**config.mk**
```make
export PLATFORM = sky130hd
export DESIGN_NAME = calendar_date_counter
export DESIGN_NICKNAME = d
export VERILOG_FILES = /design/src/sv/cdc_pkg.sv /design/src/sv/calendar_date_counter.sv
export SDC_FILE = /design/constraint.sdc
export NUM_CORES = 1
export LEC_CHECK = 0
export BUFFER_PORTS_ARGS = -buffer_cell sky130_fd_sc_hd__buf_4
export CAP_MARGIN = 20
export CORE_MARGIN = 3
export CORE_UTILIZATION = 53
export CTS_CLUSTER_DIAMETER = 40
export DETAILED_ROUTE_END_ITERATION = 6
export PLACE_DENSITY_LB_ADDON = 0.2
export SLEW_MARGIN = 25
export SYNTH_ARGS = -nofsm -noshare
export SYNTH_HDL_FRONTEND = slang
export SYNTH_SLANG_ARGS = --single-unit
```
**constraint.sdc**
```tcl
create_clock -name clk -period 4.6 [get_ports clk]
set_input_delay 0.23 -clock clk [delete_from_list [all_inputs] [get_ports clk]]
set_output_delay 0.23 -clock clk [all_outputs]
set_load 0.01 [all_outputs]
```
**src/sv/cdc_pkg.sv**
```systemverilog
package cdc_pkg;

    localparam int DAY_W   = 5;
    localparam int MONTH_W = 4;
    localparam int YEAR_W  = 12;
    localparam int COUNT_W = 16;

    typedef logic [DAY_W-1:0]   day_t;
    typedef logic [MONTH_W-1:0] month_t;
    typedef logic [YEAR_W-1:0]  year_t;
    typedef logic [COUNT_W-1:0] count_t;
    typedef logic [1:0]         action_t;

    localparam action_t ACT_SET = 2'd0;
    localparam action_t ACT_INC = 2'd1;
    localparam action_t ACT_DEC = 2'd2;
    localparam action_t ACT_ADD = 2'd3;

    localparam day_t   DAY_FIRST   = 5'd1;
    localparam day_t   DAY_MAX     = 5'd31;
    localparam day_t   DAY_LEAP_FEB = 5'd29;
    localparam month_t MONTH_JAN   = 4'd1;
    localparam month_t MONTH_FEB   = 4'd2;
    localparam month_t MONTH_DEC   = 4'd12;
    localparam year_t  YEAR_MIN    = 12'd1900;
    localparam year_t  YEAR_MAX    = 12'd2100;
    localparam year_t  YEAR_RESET  = 12'd1900;

    localparam int CENTURY      = 100;
    localparam int QUAD_CENTURY = 400;
    localparam int YEAR_SPAN    = 1 << YEAR_W;
    localparam int N_CENTURY    = (YEAR_SPAN - 1) / CENTURY;
    localparam int N_QUAD       = (YEAR_SPAN - 1) / QUAD_CENTURY;

    localparam day_t MONTH_LEN [0:12] = '{
        5'd0, 5'd31, 5'd28, 5'd31, 5'd30, 5'd31, 5'd30,
        5'd31, 5'd31, 5'd30, 5'd31, 5'd30, 5'd31
    };

    // multiples of 100 and 400 found by matching against the few that fit in 12 bits
    function automatic logic is_leap(year_t y);
        logic century;
        logic quad;
        century = 1'b0;
        quad    = 1'b0;
        for (int k = 0; k <= N_CENTURY; k++) begin
            if (y == YEAR_W'(k * CENTURY)) begin
                century = 1'b1;
            end
        end
        for (int k = 0; k <= N_QUAD; k++) begin
            if (y == YEAR_W'(k * QUAD_CENTURY)) begin
                quad = 1'b1;
            end
        end
        return quad || (!century && (y[1:0] == 2'b00));
    endfunction

    function automatic day_t days_in(month_t m, year_t y);
        day_t len;
        if (m < MONTH_JAN || m > MONTH_DEC) begin
            len = DAY_MAX;
        end else if (m == MONTH_FEB && is_leap(y)) begin
            len = DAY_LEAP_FEB;
        end else begin
            len = MONTH_LEN[m];
        end
        return len;
    endfunction

endpackage

```
**src/sv/calendar_date_counter.sv**
```systemverilog
// Gregorian date counter holding day, month and year (reset 1 January 1900). Each input
// transfer carries one action: set loads a checked date (bad month -> 1, year outside
// 1900..2100 -> 1900, bad day -> 1), increment and decrement move one day, add moves
// forward add_count days. Every action returns one result with the date before and after;
// the year wraps modulo 4096. Set, increment, decrement and an add of zero finish in the
// accepting cycle; an add of n > 0 days walks the single day-step unit once per cycle,
// up to 65535 days. in_ready is low while an add runs or a result waits with out_ready low.
module calendar_date_counter
(
    input  logic             clk,
    input  logic             rst_n,
    input  logic             in_valid,
    output logic             in_ready,
    input  cdc_pkg::action_t action,
    input  cdc_pkg::day_t    set_day,
    input  cdc_pkg::month_t  set_month,
    input  cdc_pkg::year_t   set_year,
    input  cdc_pkg::count_t  add_count,
    output logic             out_valid,
    input  logic             out_ready,
    output cdc_pkg::day_t    new_day,
    output cdc_pkg::month_t  new_month,
    output cdc_pkg::year_t   new_year,
    output cdc_pkg::day_t    old_day,
    output cdc_pkg::month_t  old_month,
    output cdc_pkg::year_t   old_year
);
    import cdc_pkg::*;

    localparam logic ST_IDLE = 1'b0;
    localparam logic ST_RUN  = 1'b1;

    logic   state_reg, state_next;
    logic   out_valid_reg, out_valid_next;
    day_t   day_reg, day_next;
    month_t month_reg, month_next;
    year_t  year_reg, year_next;
    count_t count_reg, count_next;
    day_t   new_day_reg, new_day_next;
    month_t new_month_reg, new_month_next;
    year_t  new_year_reg, new_year_next;
    day_t   old_day_reg, old_day_next;
    month_t old_month_reg, old_month_next;
    year_t  old_year_reg, old_year_next;

    logic   in_fire;
    day_t   cur_len;
    day_t   prev_len;
    month_t prev_month;
    day_t   fwd_day, back_day, load_day;
    month_t fwd_month, back_month, load_month;
    year_t  fwd_year, back_year, load_year;

    assign in_ready = (state_reg == ST_IDLE) && (!out_valid_reg || out_ready);
    assign in_fire  = in_valid && in_ready;

    // shared one-day step unit, forward and back
    always_comb
    begin
        cur_len    = days_in(month_reg, year_reg);
        prev_month = month_reg - MONTH_JAN;
        prev_len   = days_in(prev_month, year_reg);

        if (day_reg < cur_len) begin
            fwd_day   = day_reg + DAY_FIRST;
            fwd_month = month_reg;
            fwd_year  = year_reg;
        end else if (month_reg < MONTH_DEC) begin
            fwd_day   = DAY_FIRST;
            fwd_month = month_reg + MONTH_JAN;
            fwd_year  = year_reg;
        end else begin
            fwd_day   = DAY_FIRST;
            fwd_month = MONTH_JAN;
            fwd_year  = year_reg + YEAR_W'(1);
        end

        if (day_reg > DAY_FIRST) begin
            back_day   = day_reg - DAY_FIRST;
            back_month = month_reg;
            back_year  = year_reg;
        end else if (month_reg <= MONTH_JAN) begin
            back_day   = DAY_MAX;
            back_month = MONTH_DEC;
            back_year  = year_reg - YEAR_W'(1);
        end else begin
            back_day   = prev_len;
            back_month = prev_month;
            back_year  = year_reg;
        end
    end

    // date load with range checks
    always_comb
    begin
        load_month = (set_month >= MONTH_JAN && set_month <= MONTH_DEC) ? set_month : MONTH_JAN;
        load_year  = (set_year >= YEAR_MIN && set_year <= YEAR_MAX) ? set_year : YEAR_MIN;
        load_day   = (set_day >= DAY_FIRST && set_day <= days_in(load_month, load_year))
                     ? set_day : DAY_FIRST;
    end

    always_comb
    begin
        state_next     = state_reg;
        out_valid_next = out_valid_reg && !out_ready;
        day_next       = day_reg;
        month_next     = month_reg;
        year_next      = year_reg;
        count_next     = count_reg;
        new_day_next   = new_day_reg;
        new_month_next = new_month_reg;
        new_year_next  = new_year_reg;
        old_day_next   = old_day_reg;
        old_month_next = old_month_reg;
        old_year_next  = old_year_reg;

        unique case (state_reg)
            ST_IDLE:
            begin
                if (in_fire) begin
                    old_day_next   = day_reg;
                    old_month_next = month_reg;
                    old_year_next  = year_reg;
                    unique case (action)
                        ACT_SET:
                        begin
                            day_next   = load_day;
                            month_next = load_month;
                            year_next  = load_year;
                        end
                        ACT_INC:
                        begin
                            day_next   = fwd_day;
                            month_next = fwd_month;
                            year_next  = fwd_year;
                        end
                        ACT_DEC:
                        begin
                            day_next   = back_day;
                            month_next = back_month;
                            year_next  = back_year;
                        end
                        default:
                        begin
                            count_next = add_count;
                        end
                    endcase

                    if (action == ACT_ADD && add_count != '0) begin
                        state_next = ST_RUN;
                    end else begin
                        out_valid_next = 1'b1;
                        new_day_next   = day_next;
                        new_month_next = month_next;
                        new_year_next  = year_next;
                    end
                end
            end
            default:
            begin
                day_next   = fwd_day;
                month_next = fwd_month;
                year_next  = fwd_year;
                count_next = count_reg - COUNT_W'(1);
                // last day of the walk: publish and return to idle
                if (count_reg == COUNT_W'(1)) begin
                    state_next     = ST_IDLE;
                    out_valid_next = 1'b1;
                    new_day_next   = fwd_day;
                    new_month_next = fwd_month;
                    new_year_next  = fwd_year;
                end
            end
        endcase
    end

    always_ff @(posedge clk or negedge rst_n)
    begin
        if (!rst_n) begin
            state_reg     <= ST_IDLE;
            out_valid_reg <= 1'b0;
            day_reg       <= DAY_FIRST;
            month_reg     <= MONTH_JAN;
            year_reg      <= YEAR_RESET;
        end else begin
            state_reg     <= state_next;
            out_valid_reg <= out_valid_next;
            day_reg       <= day_next;
            month_reg     <= month_next;
            year_reg      <= year_next;
        end
    end

    always_ff @(posedge clk)
    begin
        count_reg     <= count_next;
        new_day_reg   <= new_day_next;
        new_month_reg <= new_month_next;
        new_year_reg  <= new_year_next;
        old_day_reg   <= old_day_next;
        old_month_reg <= old_month_next;
        old_year_reg  <= old_year_next;
    end

    assign out_valid = out_valid_reg;
    assign new_day   = new_day_reg;
    assign new_month = new_month_reg;
    assign new_year  = new_year_reg;
    assign old_day   = old_day_reg;
    assign old_month = old_month_reg;
    assign old_year  = old_year_reg;

`ifndef NO_ASSERTIONS
    // a running add never has a result pending
    a_run_no_result: assert property (@(posedge clk) disable iff (!rst_n)
        (state_reg == ST_RUN) |-> !out_valid_reg)
        else $error("result pending during add walk");

    // the walk counter never reaches zero while running
    a_run_count: assert property (@(posedge clk) disable iff (!rst_n)
        (state_reg == ST_RUN) |-> (count_reg != '0))
        else $error("add walk with zero count");

    // held date is always a legal calendar date
    a_date_legal: assert property (@(posedge clk) disable iff (!rst_n)
        (month_reg >= MONTH_JAN) && (month_reg <= MONTH_DEC)
        && (day_reg >= DAY_FIRST) && (day_reg <= days_in(month_reg, year_reg)))
        else $error("held date out of range");

    // a result appears only with the held date as its new date
    a_result_matches: assert property (@(posedge clk) disable iff (!rst_n)
        $rose(out_valid_reg) |-> (new_day_reg == day_reg) && (new_month_reg == month_reg)
        && (new_year_reg == year_reg))
        else $error("result does not match held date");
`endif

endmodule
```
# ---- Yosys cells after proc, flatten, opt, wreduce, memory -nomap -nowiden
# Memory sizes are Yosys's and may differ from the RTL's.
# Cells that the tools add are included.
dict set report totals {
  ff_bits 81
  romBits 240
  inputBits 43
  wordCells 337
  memories 3
}
# memory words width rd rd_clocked_by_memory_dff write_ports line_no
set memory_table {}
lappend memory_table {{(name not given)} 16 5 1 0 0 cdc_pkg.sv:66} ;# len = MONTH_LEN[m];
lappend memory_table {{(name not given)} 16 5 1 0 0 cdc_pkg.sv:66}
lappend memory_table {{(name not given)} 16 5 1 0 0 cdc_pkg.sv:66}
dict set report op_classes {
  add_sub_neg 7
  order_cmp 19
  eq_ne 90
  muxes 166
  n_bitwise 4
  n_reduce_logical 36
}
# op count
set ops {}
lappend ops {{12-bit equality test, second input constant} 40}
lappend ops {{12-bit by 11-bit equality test with 1-bit output, second input constant} 20}
lappend ops {{12-bit 2-to-1 mux} 11}
lappend ops {{12-bit by 10-bit equality test with 1-bit output, second input constant} 10}
lappend ops {{1-bit 2-to-1 mux} 116}
lappend ops {{5-bit 2-to-1 mux} 22}
lappend ops {{12-bit by 9-bit equality test with 1-bit output, second input constant} 6}
lappend ops {{16-bit 2-to-1 mux} 3}
lappend ops {{4-bit 2-to-1 mux} 11}
lappend ops {{12-bit one-hot mux with 3 select lines} 1}
lappend ops {{12-bit by 7-bit equality test with 1-bit output, second input constant} 2}
lappend ops {{12-bit by 8-bit equality test with 1-bit output, second input constant} 2}
lappend ops {{12-bit zero test} 2}
lappend ops {{16-bit by 1-bit equality test with 1-bit output, second input constant} 1}
lappend ops {{16-bit nonzero test} 1}
lappend ops {{16-bit by 1-bit subtractor with 16-bit output, second input constant} 1}
lappend ops {{5-bit >= comparator, second input constant} 3}
lappend ops {{4-bit inverter with 5-bit output} 3}
lappend ops {{5-bit one-hot mux with 3 select lines} 1}
lappend ops {{1-bit logical AND} 13}
lappend ops {{12-bit by 1-bit adder with 12-bit output, second input constant} 1}
lappend ops {{4-bit by 2-bit equality test with 1-bit output, second input constant} 3}
lappend ops {{12-bit by 11-bit >= comparator with 1-bit output, second input constant} 1}
lappend ops {{4-bit > comparator, second input constant} 3}
lappend ops {{other kinds (28)} 45}

# ---- Logic depth before layout (Yosys ltp)
# Gate-level depths: netlist of the first run.
dict set report logic_depth {
  ltp_word 59
  depth_mapped 20
  mapped_depth_nobuf 17
}

# ---- Worst setup path after synthesis of the first run
# OpenSTA, ideal clock, no wires.
dict set report synth_path {
  path_kind {register -> register}
  from {reg year_reg[1]}
  to {reg new_month_reg[0] (netlist: new_month[0]) (data pin)}
  arrival_time_ns 4.180
  required_time_ns 4.345
  path_slack_ns 0.165
  path_stages_with_launch 20
  cell_sequence {dfrtp_1 -> clkbuf_1 -> inv_1 -> ha_1 -> clkbuf_1 -> and4b_1 -> a32oi_1 -> o22ai_1 -> nor4_1 -> nand4b_1 -> and3_1 -> ha_1 -> and4_1 -> o311ai_1 -> nor3_1 -> or2_1 -> clkbuf_1 -> o21ai_2 -> o31a_1 -> a21bo_2}
}
dict set report synth_between {
  elab_chain_len 55
  word_cells_on_any_way 108
}
# item line_no
set synth_lines {}
lappend synth_lines {{start, declared} calendar_date_counter.sv:37} ;# year_t year_reg, year_next;
lappend synth_lines {{start signal, assigned} calendar_date_counter.sv:190} ;# year_reg <= year_next;
lappend synth_lines {{12-bit zero test} {cdc_pkg.sv:47, cdc_pkg.sv:52}}
lappend synth_lines {{1-bit 2-to-1 mux} {cdc_pkg.sv:47, cdc_pkg.sv:52}}
lappend synth_lines {{1-bit 2-to-1 mux (40 in a row)} cdc_pkg.sv:47} ;# if (y == YEAR_W'(k * CENTURY)) begin
lappend synth_lines {{1-bit 2-to-1 mux} cdc_pkg.sv:61} ;# if (m < MONTH_JAN || m > MONTH_DEC) begin
lappend synth_lines {{1-bit zero test} cdc_pkg.sv:56} ;# return quad || (!century && (y[1:0] == 2'b00));
lappend synth_lines {{1-bit logical AND} cdc_pkg.sv:56}
lappend synth_lines {{1-bit logical OR *} cdc_pkg.sv:56}
lappend synth_lines {{1-bit logical AND *} cdc_pkg.sv:63} ;# end else if (m == MONTH_FEB && is_leap(y)) begin
lappend synth_lines {{5-bit 2-to-1 mux *} cdc_pkg.sv:63}
lappend synth_lines {{5-bit 2-to-1 mux *} cdc_pkg.sv:61}
lappend synth_lines {{5-bit less-than comparator *} calendar_date_counter.sv:64} ;# if (day_reg < cur_len) begin
lappend synth_lines {{4-bit 2-to-1 mux *} calendar_date_counter.sv:64}
lappend synth_lines {{4-bit one-hot mux with 3 select lines} calendar_date_counter.sv:124} ;# unique case (action)
lappend synth_lines {{4-bit 2-to-1 mux} calendar_date_counter.sv:149} ;# if (action == ACT_ADD && add_count != '0) begin
lappend synth_lines {{4-bit 2-to-1 mux} calendar_date_counter.sv:120} ;# if (in_fire) begin
lappend synth_lines {{4-bit 2-to-1 mux *} calendar_date_counter.sv:117} ;# unique case (state_reg)
lappend synth_lines {{end signal, assigned} calendar_date_counter.sv:198} ;# new_month_reg <= new_month_next;
lappend synth_lines {{end, declared} calendar_date_counter.sv:40} ;# month_t new_month_reg, new_month_next;
# Mark *: on every way between the ends. The rest lies on a longest branch, timed or not. The select of a mux whose other input is x is not followed.
# A chain may end at the register's enable or synchronous reset.

# ---- Worst setup path after layout of the first run
dict set report layout_path {
  from {reg year_reg[3]}
  to {reg new_year_reg[8] (netlist: new_year[8]) (data pin)}
}
dict set report layout_between {
  elab_chain_len 55
  word_cells_on_any_way 112
}
# item line_no
set layout_lines {}
lappend layout_lines {{12-bit zero test} {cdc_pkg.sv:47, cdc_pkg.sv:52}}
lappend layout_lines {{1-bit 2-to-1 mux} {cdc_pkg.sv:47, cdc_pkg.sv:52}}
lappend layout_lines {{1-bit 2-to-1 mux (40 in a row)} cdc_pkg.sv:47}
lappend layout_lines {{1-bit 2-to-1 mux} cdc_pkg.sv:61}
lappend layout_lines {{1-bit zero test} cdc_pkg.sv:56}
lappend layout_lines {{1-bit logical AND} cdc_pkg.sv:56}
lappend layout_lines {{1-bit logical OR} cdc_pkg.sv:56}
lappend layout_lines {{1-bit logical AND} cdc_pkg.sv:63}
lappend layout_lines {{5-bit 2-to-1 mux} cdc_pkg.sv:63}
lappend layout_lines {{5-bit 2-to-1 mux} cdc_pkg.sv:61}
lappend layout_lines {{5-bit less-than comparator} calendar_date_counter.sv:64}
lappend layout_lines {{12-bit 2-to-1 mux} calendar_date_counter.sv:64}
lappend layout_lines {{12-bit one-hot mux with 3 select lines} calendar_date_counter.sv:124}
lappend layout_lines {{12-bit 2-to-1 mux} calendar_date_counter.sv:149}
lappend layout_lines {{12-bit 2-to-1 mux} calendar_date_counter.sv:120}
lappend layout_lines {{12-bit 2-to-1 mux *} calendar_date_counter.sv:117}
lappend layout_lines {{via new_year_next[8]} calendar_date_counter.sv:41} ;# year_t new_year_reg, new_year_next;
lappend layout_lines {{end signal, assigned} calendar_date_counter.sv:199} ;# new_year_reg <= new_year_next;
lappend layout_lines {{end, declared} calendar_date_counter.sv:41}
# The timed path passes the listed nets; every way through them passes the cells marked *. The select of a mux whose other input is x is not followed.

==> flow_results.org, run 1 <==
** Critical path
- The worst setup path is captured at a flip-flop.
- Worst-path maximum fanout :: 21
- Counting buffers and inverters, the worst setup path is 17 cells deep.
- Worst reg2reg endpoint :: new_year[8]
- Among all stages on the critical path, the largest delay is contributed by sky130_fd_sc_hd__dfstp_4.
- Crit-path leading delay family :: simple AND/OR/NAND/NOR gates
- Worst setup path startpoint :: year_reg[3]
- Together, buffers and inverters on the worst path number 2.
- Critical Path End :: new_year[8]
- Startpoint Class :: flip-flop
- In this run the critical register-to-register path is launched from year_reg[3].
- Kind of critical path :: flip-flop to flip-flop
- In this run the register-to-register setup slack is 0.28 ns.
- For this run, the slowest stage of the critical path takes between 0.7 and 0.8 ns.
- Data arrives at the worst endpoint at 4.43 ns.
- Depth of the worst register-to-register path :: 17
- At the worst endpoint, the required time is 4.71 ns.
- The critical path goes through nor3b_1 > a22oi_1 > nor4_1 > nor4_2 > nand4b_1 > buf_4 > o21ai_0 > and2_1 > ha_1 > and4_1 > o311ai_1 > nor3_2 > o21ai_1 > buf_4 > or3_1 > xnor2_1 > a21oi_1.
- Among the stages of the critical path, the cell type that occurs most often is sky130_fd_sc_hd__buf_4.

** GRT
- The initial antenna violation count is 0.
- Entering global routing, the biggest net connects 34 pins.
- The first global-routing pass estimated 31600 um of wire.
- For this run the aggregate overflow at the end of global routing stands at 0.
- For this run, the total global-route usage over all layers was measured as 30.3%.
- Vias in the first global route :: between 5000 and 6000

** Finish
- For this run, the post-layout net count is approximately 860.
- Antenna diode count :: 0
- Number of fill cells :: 960
- Relative to the synthesized area, the layout overhead comes to 18.8%.
- Leaving out fill and tap cells, the most frequent cells in the layout are sky130_fd_sc_hd__buf_4 (116), sky130_fd_sc_hd__nor2_1 (72), sky130_fd_sc_hd__edfxtp_1 (58), sky130_fd_sc_hd__a21oi_1 (53), sky130_fd_sc_hd__nand2_1 (48).
- Leaving out fill and tap cells, the most frequent cell in the layout is sky130_fd_sc_hd__buf_4.
- In the final layout, the share of cells above drive strength 1 is 21.0%.
- The finished layout holds 938 standard cells, fillers aside.
- Largest register FFs :: 16

** Run status
- The run finished with clean final reports.

** Yosys
- Share of synthesized registers carrying an async set or reset :: 28.4%
- Share of synthesized area spent on multiplexers :: 2.17%
- Simple-gate portion of the synthesized area :: 25.1%
- Yosys mapped a number of flops with a built-in enable equal to 58.
- Yosys synthesis warning count :: 0
- Flip-flop and latch count after synthesis :: 81
- Area share of fa/ha/maj cells after synthesis :: 4.78%
- Mean instance size in the synthesized netlist :: 8.80 sq um
- Gate count after technology mapping :: 714
- The share of the Yosys chip area taken by registers is between 30% and 40%.
- The number of different library cells used by synthesis comes to 81.
- Synthesized area :: 0.00628 sq mm
- The synthesized netlist devotes 20.4% of its cell area to compound gates.
- Post-synthesis share of cell area spent on xor and xnor gates :: 5.30%
- Most used flip-flop cell after synthesis :: sky130_fd_sc_hd__edfxtp_1
- Main combinational cell family by area after synthesis :: simple AND/OR/NAND/NOR gates

** Timing
- Timing would allow up to 231 MHz.
- Setup violations remaining at the end of the flow were counted as 0.
- In the finished design, the share of the clock period the worst path needs comes to 94.0%.
- Rel. slew slack :: about a third
- Setup TNS after final layout :: 0 ns
- Slew Limit Fails :: 0
- Transition at the pin with the smallest max-transition slack :: about 1 ns
- Setup repair after global routing missed its margin :: false
- Hold Vio Cnt, Final :: 0
- Clock skew :: 0.00901 ns
- Time the final worst path needs with I/O delays and setup :: 4.32 ns

** Floorplanning
- Pin placement for this block handled 87 I/O pins.
- Die boundary height :: 115 um
- The floorplan has 39 rows.
- The initial utilization of the core area, before any placement, comes to a little over half.
- Core area :: 0.0115 sq mm
- The die is roughly 110 um wide.
- Die Outline Area :: ~0.013 sq mm

** Routing
- Wire segments on met2 add up to 9070 um in the final route.
- Drc violations :: 0
- In the final routing, the length of wire on met1 measures 8220 um.
- For this run, the detailed router's first-pass iteration total came to 5.
- First-iteration detailed-routing DRC count :: 754
- Overall routed net length :: 19600 um
- DR WL/cell :: 20.8 um
- Total vias in the final route :: 6214
- The count of nets left with antenna violations once routing finished came out at 0.
- Highest metal layer used by the detailed router :: met4
- Vias per inst :: 6.62
- Sum of met3 wire segment lengths after detailed routing :: between 1500 and 2000 um

** Clock network
- Number of clock sinks :: 81
- H-tree levels :: 3
- Buffers inserted during clock tree synthesis total 9.
- Number of buffers inserted to repair setup after CTS :: 0
- The later pin in the worst-skew pair is clocked with a latency of 0.36 ns.
- CTS tree :: done
- The longest clock path from root to sink contains 2 buffers.
- Clock slew at the register clock pins of the worst setup and hold paths :: 0.07 ns
- Clock root buffer :: sky130_fd_sc_hd__clkbuf_16

** Power
- In this run the static leakage power is 0.00285 uW.
- Dividing total power by cell area gives a power density of about 600 mW/mm^2.
- Max rail drop VDD :: 0.354 mV

** Run
- The tool flagged a number of max-cap violations equal to 0.

** Placement
- Weighted congestion at the end of routability-driven global placement :: 0.948
- The wire-length estimate of the detail-placed layout is 13800 um.
- The number of placed instances, taps included, is 921.
- Input and output buffers added on the ports amount to 86.

** Min path
- The tightest min-delay check is of the input port to flip-flop type.
## what timing repair did
item                                    in CTS  in global routing
endpoints found under the setup margin       0                 40
hold endpoints to repair                    14                  0
resized for setup                            0                 12
hold buffers                                 1                  0
## tightest hold or removal path, stage by stage
cell                     delay, ns
sky130_fd_sc_hd__buf_4        0.11
sky130_fd_sc_hd__inv_1        0.06
sky130_fd_sc_hd__a21o_1       0.10
## worst min-delay path by stage
stage	start	slack [ns]	endpoint	cells past startpoint
6_report	out_ready	0.18	out_valid	3
5_1_grt	add_count[0]	0.20	count_reg[0]	2
4_1_cts	out_ready	0.17	out_valid	3
3_5_place_dp	rst_n	0.17	day_reg[4]	1
3_3_place_gp	rst_n	0.16	day_reg[4]	1
2_1_floorplan	rst_n	-0.07	day_reg[1]	0
## layer usage
metal	vias to the layer above	global-route usage, %
met2	333	46.8
li1	2863	-
met1	2968	42.3
met5	-	0
met3	50	5.42
met4	0	12.0
## final cells by class
type,instances,area [sq um],area share (%)
clock buffer,9,225,3.02
clock inverter,7,70.1,0.939
inverter,24,90.1,1.21
multi-input combinational,557,3670,49.2
sequential,81,2350,31.5
tap,143,179,2.40
timing repair buffer,117,881,11.8
## cell families after synthesis
group                    after synthesis
other                                  1
flip-flops                            81
adder cells (fa/ha/maj)               24
multiplexers                          13
AND/OR/NAND/NOR                      290
XOR/XNOR                              38
AO/OA/AOI/OAI                        189
buffers and inverters                 78
## cell usage after synthesis (all sizes together) (10+ instances only)
cell type	number	share of area (%)
a21oi	53	4.2
a31oi	11	1.1
and3	12	1.2
buf	21	1.7
clkbuf	33	2.0
dfrtp	14	5.6
edfxtp	58	28
ha	24	4.8
inv	22	1.3
nand2	48	2.9
nand3	16	1.3
nand4	12	1.2
nor2	72	4.3
nor2b	13	1.3
nor3	27	2.2
nor4	23	2.5
o21ai	31	2.5
o22ai	10	1.0
xnor2	29	4.0
## where the power goes
part	switching [uW]	internal (uW)	total (uW)
combinational	1220	909	2130
clock	316	420	736
sequential	438	1170	1600
total	1970	2500	4460
## per-stage QoR
stage	hold WS, ns	instance area, sq um	utilization, %	setup slack [ns]	power [uW]
after floorplan	-0.0656	6290	-	0.165	2920
after global placement	0.159	7120	61.8	0.279	3580
after detailed placement	0.169	7120	61.8	0.158	3640
after CTS	0.175	7420	64.5	0.115	4380
after global routing	0.199	7460	64.8	0.0264	4740
final	0.178	7460	64.8	0.277	4460
Power figures use the tool's default switching activity.
==> run 2: changes to the inputs <==
MAX_ROUTING_LAYER = met4   (was unset)
==> run 2 against run 1 <==
Net effect:
- power grew 3.1%
- cell count rose by 0.53%
- sequential power about the same
- critical path type unchanged
- flip-flop and latch count unchanged
- final area is 1.2% higher
- clock skew rose by 0.00086 ns
- highest routed layer unchanged
- setup slack lost 0.0097 ns
- die area unchanged
- critical path depth unchanged
- register-to-register slack about the same
- fmax down 0.22%
==> flow_results.org, run 2 (synthesis gave the netlist of run 1 again) <==
** Run status
- Outcome :: completed

** Finish
- The repair_antennas step left the layout with diodes totalling 0.
- In the final layout, the share of cells above drive strength 1 is 22.0%.
- For this run, the number of standard cells in the final layout without fillers is approximately 940.
- Post-synthesis to final-layout area growth :: 20.3%
- Most frequent standard cell in the layout excluding fill and tap cells :: sky130_fd_sc_hd__buf_4
- In the final design database the tool counted 862 nets.
- Highest-count cells in the layout ignoring fill and taps :: sky130_fd_sc_hd__buf_4 (121), sky130_fd_sc_hd__nor2_1 (72), sky130_fd_sc_hd__edfxtp_1 (58), sky130_fd_sc_hd__a21oi_1 (53), sky130_fd_sc_hd__nand2_1 (48)
- Largest register FFs :: 16
- Post-route standard cell area excluding fillers :: 0.00755 sq mm
- Counting the fill cells in the layout gives 977.

** GRT
- Total track usage :: 31.5%
- Global routing finished with a remaining overflow of 0.
- The initial antenna violation count is 0.
- The via count of the first global-routing pass is 5993.
- Pin count of the biggest net entering global routing :: 47
- Wire length of the first global-routing pass :: 31800 um

** Placement
- Total placed cells including tap cells :: 926
- The wire-length estimate of the detail-placed layout is approximately 14000 um.
- Buffers placed on the I/O ports in this run total 86.
- Weighted congestion at the end of routability-driven global placement :: 0.952
- Post-DP Area :: slightly above 0.007 sq mm

** Power
- Power per cell area :: 609 mW/mm^2
- Static Leak :: 0.00290 uW
- Across the VDD grid, the largest voltage drop is approximately 0.33 mV.

** Floorplanning
- From bottom edge to top edge, the die measures 115 um.
- Count of pins on the block boundary :: 87
- Row generation in the floorplan step produced 39 rows.
- The die covers ~0.013 sq mm.
- Width of the die :: between 100 and 150 um
- The core region is 0.0115 sq mm.
- The initial utilization of the core area, before any placement, comes to 54.6%.

** Routing
- DRT met1 WL :: 8630 um
- DR WL/cell :: 21.2 um
- The highest metal layer carrying signal wires in the routed design is met4.
- Vias per inst :: ~6.6
- Overall routed net length :: between 15000 and 20000 um
- Drc violations :: 0
- Sum of met3 wire segment lengths after detailed routing :: 1620 um
- In this run the remaining antenna-violating nets after routing total 0.
- First-iteration detailed-routing DRC count :: 675
- Number of detailed-routing iterations run before antenna repair :: 6
- Routed length on met2 :: 9200 um
- The routed layout has 6226 vias.

** Timing
- Hold Vio Cnt, Final :: 0
- Fmax :: 231 MHz
- Crit share post-route :: between 90% and 100%
- Clock skew :: a little under 0.01 ns
- Time the final worst path needs with I/O delays and setup :: 4.33 ns
- Setup repair after global routing left no endpoint under its margin.
- Final Setup Violations :: 0
- Slew Limit Fails :: 0
- At the pin with the least slew margin, the transition time is 0.992 ns.
- Rel. slew slack :: 33.6%
- In the final timing run, aggregate negative setup slack is 0 ns.

** Min path
- The worst hold path passes through 3 cells.
- The tightest min-delay check is of the input port to flip-flop type.
- The path with the worst hold slack has its endpoint at count_reg[1].
- Source of the worst hold timing path :: add_count[1]

** Run
- Max-cap violations in this run came to 0.

** Critical path
- Slowest Stage Delay on Critical Path :: 0.77 ns
- Crit-path cells :: nor3b_2 > a22oi_1 > nor4_1 > nor4_2 > nand4b_1 > buf_4 > o21ai_0 > and2_1 > ha_1 > and4_1 > o311ai_1 > nor3_1 > buf_4 > o21ai_1 > or4_1 > xnor2_1 > a221oi_1
- Required arrival time at the worst endpoint :: 4.86 ns
- Worst reg2reg endpoint :: year_reg[10]
- The startpoint identified for the worst register-to-register timing path is year_reg[3].
- Cell with the biggest individual delay on the critical path :: sky130_fd_sc_hd__dfstp_4
- Among the stages of the critical path, the cell type that occurs most often is sky130_fd_sc_hd__buf_4.
- Of all nets on the critical path, the largest fanout is 21.
- Flop2flop setup slack :: 0.27 ns
- STA classifies the critical path startpoint as a flip-flop.
- Type of destination of the critical path :: flip-flop
- Data arrival, critical path :: 4.59 ns
- For the worst flop-to-flop path, the logic depth is 17.
- Kind of critical path :: flip-flop to flip-flop

** Clock network
- In this run the number of H-tree levels came out at 3.
- CTS tree :: done
- Number of buffers inserted to repair setup after CTS :: 0
- Total clock buffers created by CTS :: 9
- Clock slew at the register clock pins of the worst setup and hold paths :: approximately 0.070 ns
- Clock tree synthesis selected as its root buffer the cell sky130_fd_sc_hd__clkbuf_16.
- For the worst-skew pair, the clock arrives at the later sink with an insertion delay of 0.36 ns.
- Longest Clk Path Bufs :: 2
- The tree built by TritonCTS fans out to 81 sinks.
run 2: changes by cell type in the layout (fill, tap and decap cells not counted), sizes merged:
| cell | change |
|---|---|
| buf | +5 |
| inv | +3 |
| clkinv | -2 |
| clkinvlp | -2 |
| bufinv | +1 |
run 2: layer usage:
metal | vias up | GRT usage [%]
met5 | - | -
met4 | 0 | 11.7
met3 | 55 | 5.42
met2 | 332 | 47.6
met1 | 2978 | 42.5
li1 | 2861 | -
run 2: critical path: cells and delay by family, from the launching register on:
family / cells / cell delay [ns]
AOI/OAI and AO/OA: 5 / 0.74
xor gates and xnor gates: 1 / 0.17
adders and majority gates: 1 / 0.26
buffers and inverters: 2 / 0.31
DFF: 1 / 0.77
and+or+nand+nor: 8 / 1.98
run 2: report_power, final:
part	switching (uW)	total [uW]	internal (uW)	leakage (uW)
clock	324	806	482	0.000161
combinational	1280	2230	945	0.00192
sequential	405	1570	1160	0.000816
run 2: layout make-up:
cell class	count	area, sq um	area share (%)
timing repair buffer	122	918	12.2
sequential	81	2350	31.1
clock buffer	9	225	2.98
multi-input combinational	557	3700	48.9
tap	143	179	2.37
inverter	24	90.1	1.19
clock inverter	7	100	1.32
run 2: what timing repair did:
action,4_1_cts,5_1_grt
resized for setup,0,15
endpoints found under the setup margin,0,22
hold buffers,1,0
endpoints found under the hold margin,14,0
run 2: worst max-delay path by stage:
stage	start	endpoint	slack [ns]	depth (start not counted)
after floorplan	year_reg[1]	new_month[0]	0.17	19
after global placement	year_reg[0]	new_year[8]	0.31	19
after detailed placement	year_reg[3]	new_year[3]	0.18	17
after CTS	year_reg[9]	new_year[3]	0.17	15
after global routing	year_reg[6]	year_reg[10]	0.01	16
final	year_reg[3]	year_reg[10]	0.27	17
run 2: per-stage QoR:
step	utilization, %	worst slack, ns	hold slack (ns)	total power [uW]
after global routing	65.6	0.00989	0.188	4870
after global placement	62.1	0.308	0.160	3610
final	65.6	0.267	0.179	4600
after CTS	65.0	0.166	0.182	4490
after floorplan	-	0.165	-0.0656	2920
after detailed placement	62.1	0.180	0.161	3680
==> run 3: changes to the inputs <==
ABC_AREA = 1   (was unset)
==> run 3 against run 2 <==
Net effect:
- sequential share of layout area up 0.75 points
- register-to-register slack better by 0.28 ns
- clock-buffer cell count up 4
- clock skew down 0.0036 ns
- fmax up 6.8%
- cell count up 17%
- routed wire length down 13%
==> flow_results.org, run 3 <==
** Run status
- Outcome :: completed

** Critical path
- The critical path goes through inv_1 > ha_1 > nand2_1 > nor2_4 > nand2_1 > a21oi_1 > nor2_1 > nand2_1 > nor2_1 > nand2_1 > nand2_2 > nand2_2 > nand3_1 > nor2_1 > ha_1 > a21oi_1 > nor2_1 > a211oi_1 > buf_4 > nand3_1 > nand3_1 > nand2_1 > nand2_1 > nand2_1.
- The worst register-to-register path has a depth of 24.
- Required arrival time at the worst endpoint :: 4.67 ns
- Worst-path maximum fanout :: 10
- The worst setup path is of the flip-flop to flip-flop kind.
- Slowest Stage Delay on Critical Path :: 0.46 ns
- Type of destination of the critical path :: flip-flop
- Data arrival, critical path :: between 4 and 5 ns
- Most repeated library cell on the critical path :: sky130_fd_sc_hd__nand2_1
- For this design, the slowest cell found on the critical path is sky130_fd_sc_hd__dfrtp_1.
- The worst setup path is launched from a flip-flop.

** Timing
- Final Setup Violations :: 0
- Summed over all failing endpoints, the final setup total negative slack is 0 ns.
- Clock skew :: between 0.006 and 0.007 ns
- Static timing analysis puts the maximum clock frequency at 247 MHz.
- Crit share post-route :: just under 90%
- The worst path needs between 4 and 5 ns of the cycle, external delays included.
- Rel. slew slack :: 49.1%
- Setup repair after global routing missed its margin :: false
- The number of pins exceeding their max-slew limit in the final report was 0.
- The number of hold violations in the final report came to 0.
- For the pin with the worst max-slew slack, the measured transition is 0.759 ns.
- Post-route setup slack :: 0.544 ns

** Finish
- The multi-input combinational cells in the finished layout cover a total of ~0.0035 sq mm.
- The top cell types in the final layout, fill and taps aside, are sky130_fd_sc_hd__nand2_1 (258), sky130_fd_sc_hd__buf_4 (92), sky130_fd_sc_hd__nor2_1 (85), sky130_fd_sc_hd__nand3_1 (78), sky130_fd_sc_hd__inv_1 (66).
- Number of fill cells :: 1010
- Antenna diode count :: 0
- The library cell used most frequently in the layout, excluding fill and tap cells, is sky130_fd_sc_hd__nand2_1.
- Cells with a size suffix above 1 make up 17.6% of the layout.
- Post-synthesis to final-layout area growth :: 15.2%
- Largest register FFs :: 16
- Nets :: 1020
- Core utilization of the finished layout :: 63.3%
- Sequential Area :: 0.00233 sq mm

** Placement
- Worst setup slack after placement :: 0.580 ns
- HPWL Detailed :: between 10000 and 15000 um
- Quantity of I/O buffers inserted on ports :: 86
- At the end of routability-driven placement, the weighted congestion stood at 1.02.

** Routing
- First-iteration detailed-routing DRC count :: 644
- The count of nets left with antenna violations once routing finished came out at 0.
- Vias per inst :: between 5 and 6
- The detailed router placed around 6300 vias in this run.
- DR WL/cell :: about 16 um
- For this run, design rule violations remaining after detail routing come to 0.
- Number of detailed-routing iterations run before antenna repair :: 5
- Overall routed net length :: 17400 um

** Yosys
- After synthesis the netlist holds a flip-flop and latch count of 81.
- After technology mapping, the gate count stands at between 800 and 900.
- Top cells by area, synth :: sky130_fd_sc_hd__edfxtp_1 (27%), sky130_fd_sc_hd__nand2_1 (15%), sky130_fd_sc_hd__nand3_1 (6.1%)
- Post-synth top area cell :: sky130_fd_sc_hd__edfxtp_1
- The most common cell in the synthesized netlist is sky130_fd_sc_hd__nand2_1.
- After synthesis, flip-flops and latches occupy 36.6% of the total area.
- Number of distinct library cell variants in the gate-level netlist after synthesis :: 49
- Yosys mapped a number of flops with a built-in enable equal to 58.
- Yosys synthesis warning count :: 0
- Sorting the synthesized cells by how often they occur yields sky130_fd_sc_hd__nand2_1 (258), sky130_fd_sc_hd__nor2_1 (87), sky130_fd_sc_hd__nand3_1 (78).
- The top cell type by area accounts for 27.4% of the synthesized area.
- Share of synthesized registers carrying an async set or reset :: 28.4%
- Synthesized area :: approximately 0.0064 sq mm
- Dividing the synthesized area by the synthesized cell count gives 7.21 sq um.
- Most used flip-flop cell after synthesis :: sky130_fd_sc_hd__edfxtp_1

** Clock network
- H-tree levels :: 3
- The number of clock buffers added by TritonCTS is 9.
- CTS placed an instance of sky130_fd_sc_hd__clkbuf_16 at the clock tree root.
- Clock slew at the register clock pins of the worst setup and hold paths :: 0.06 ns
- The tree built by TritonCTS fans out to 81 sinks.
- TritonCTS built the clock tree.
- Longest Clk Path Bufs :: 2
- Insertion delay to the later sink of the worst-skew pair :: between 0.3 and 0.4 ns
- Number of buffers inserted to repair setup after CTS :: 0

** Power
- Sw Ratio :: 45.5%
- Static Leak :: 0.00328 uW
- Cell internal power was estimated by the tool at between 1500 and 2000 uW.
- Power per cell area :: approximately 480 mW/mm^2
- Net switching component of the power :: 1600 uW
- Part of the total power dissipated in sequential elements :: 37.3%
- Part of the total power dissipated in combinational logic :: 44.4%
- Max rail drop VDD :: 0.244 mV
- Clock Power Share :: 18.3%

** Floorplanning
- Count of pins on the block boundary :: 87
- Die boundary height :: 116 um
- The initial utilization of the core area, before any placement, comes to 54.9%.
- In this run the standard cell core region covers 0.0116 sq mm.
- Width of the die :: 116 um
- The die covers 0.0133 sq mm.
- The initialized floorplan defines 39 standard-cell rows.

** GRT
- In the global route stage, overall resource usage came out at between 20% and 30%.
- Number of antenna violations at the first check in global routing :: 0
- Vias in the first global route :: 5634
- Wire length of the first global-routing pass :: 28100 um
- Remaining global-route overflow :: 0
- Entering global routing, the biggest net connects 31 pins.

** Min path
- The worst hold path passes through 2 cells.
- The path class of the tightest hold or removal check is input port to flip-flop.

** Run
- Max-cap violations in this run came to 0.
==> run 3: changes by cell type in the layout (fill, tap and decap cells not counted), moves of 16 or more <==
cell and change:
sky130_fd_sc_hd__nand2_1 +210, sky130_fd_sc_hd__a21oi_1 -16, sky130_fd_sc_hd__o21ai_0 +32, sky130_fd_sc_hd__xnor2_1 -28, sky130_fd_sc_hd__buf_4 -29, sky130_fd_sc_hd__nand3_1 +62
sky130_fd_sc_hd__inv_1 +45, sky130_fd_sc_hd__nand2_2 +22
==> run 3: timing repair <==
item	CTS	global route
setup endpoints to repair	0	1
resized for setup	0	1
hold endpoints to repair	14	0
hold buffers	1	0
==> run 3: stage by stage <==
| stage | instance area [sq um] | hold slack (ns) | power, uW | cells |
|---|---|---|---|---|
| 5_1_grt | 7320 | 0.107 | 3810 | 1101 |
| 4_1_cts | 7310 | 0.102 | 3500 | 1101 |
| 3_3_place_gp | 7030 | 0.150 | 2830 | 1084 |
| 3_5_place_dp | 7030 | 0.152 | 2840 | 1084 |
| 2_1_floorplan | 6360 | -0.0656 | 2510 | 883 |
| 6_report | 7320 | 0.115 | 3520 | 1101 |
==> run 3: final timing paths <==
kind / to / slack (ns) / from
worst max-delay path: new_year[9] / 0.54 / year_reg[0]
worst min-delay path: out_valid / 0.12 / out_ready
worst max register to register: new_year[9] / 0.54 / year_reg[0]
worst min register to register: old_day[4] / 0.54 / day_reg[4]
max in group asynchronous: year_reg[2] / 3.96 / rst_n
min in group asynchronous: year_reg[7] / 0.34 / rst_n
==> run 3: critical path, delay by kind of cell (launching register included) <==
family / cells / cell delay [ns]
buffers and inverters: 2 / 0.47
AOI/OAI and AO/OA: 3 / 0.69
adders and majority gates: 2 / 0.57
and+or+nand+nor: 17 / 1.59
DFF: 1 / 0.46
==> run 3: cells by family (layout without fill, tap and decap cells) <==
group / Yosys count / in the layout / share of synthesized area [%]
buf+inv: 113 / 188 / 8.31
other cells: 1 / 3 / 0.0590
simple gates: 494 / 494 / 33.7
xor+xnor: 21 / 21 / 2.89
fa+ha+maj: 24 / 24 / 4.73
compound gates: 147 / 147 / 13.7
flops: 81 / 81 / 36.6
==> run 3: routing by layer <==
metal	up-vias	global-route usage [%]	routed length (um)	part of all wire, %
li1	3123	-	-	-
met1	2811	38.9	7980	46
met3	33	3.03	1300	7.5
met5	-	-	0	0
met2	302	41.5	7730	44
met4	0	8.14	410	2.4
==> run 3: cell type report <==
type | count | area share (%)
sequential | 81 | 31.8
tap | 143 | 2.44
clock buffer | 13 | 3.55
inverter | 79 | 4.36
multi-input combinational | 689 | 48.0
clock inverter | 3 | 0.239
timing repair buffer | 93 | 9.57
==> run 3: power by group through the flow <==
stage | Clock [uW] | Sequential (uW) | Combinational [uW]
after floorplan | 0 | 1110 | 1400
after global placement | 0 | 1310 | 1520
after detailed placement | 0 | 1320 | 1520
after CTS | 658 | 1300 | 1530
after global routing | 685 | 1340 | 1790
final | 645 | 1310 | 1560
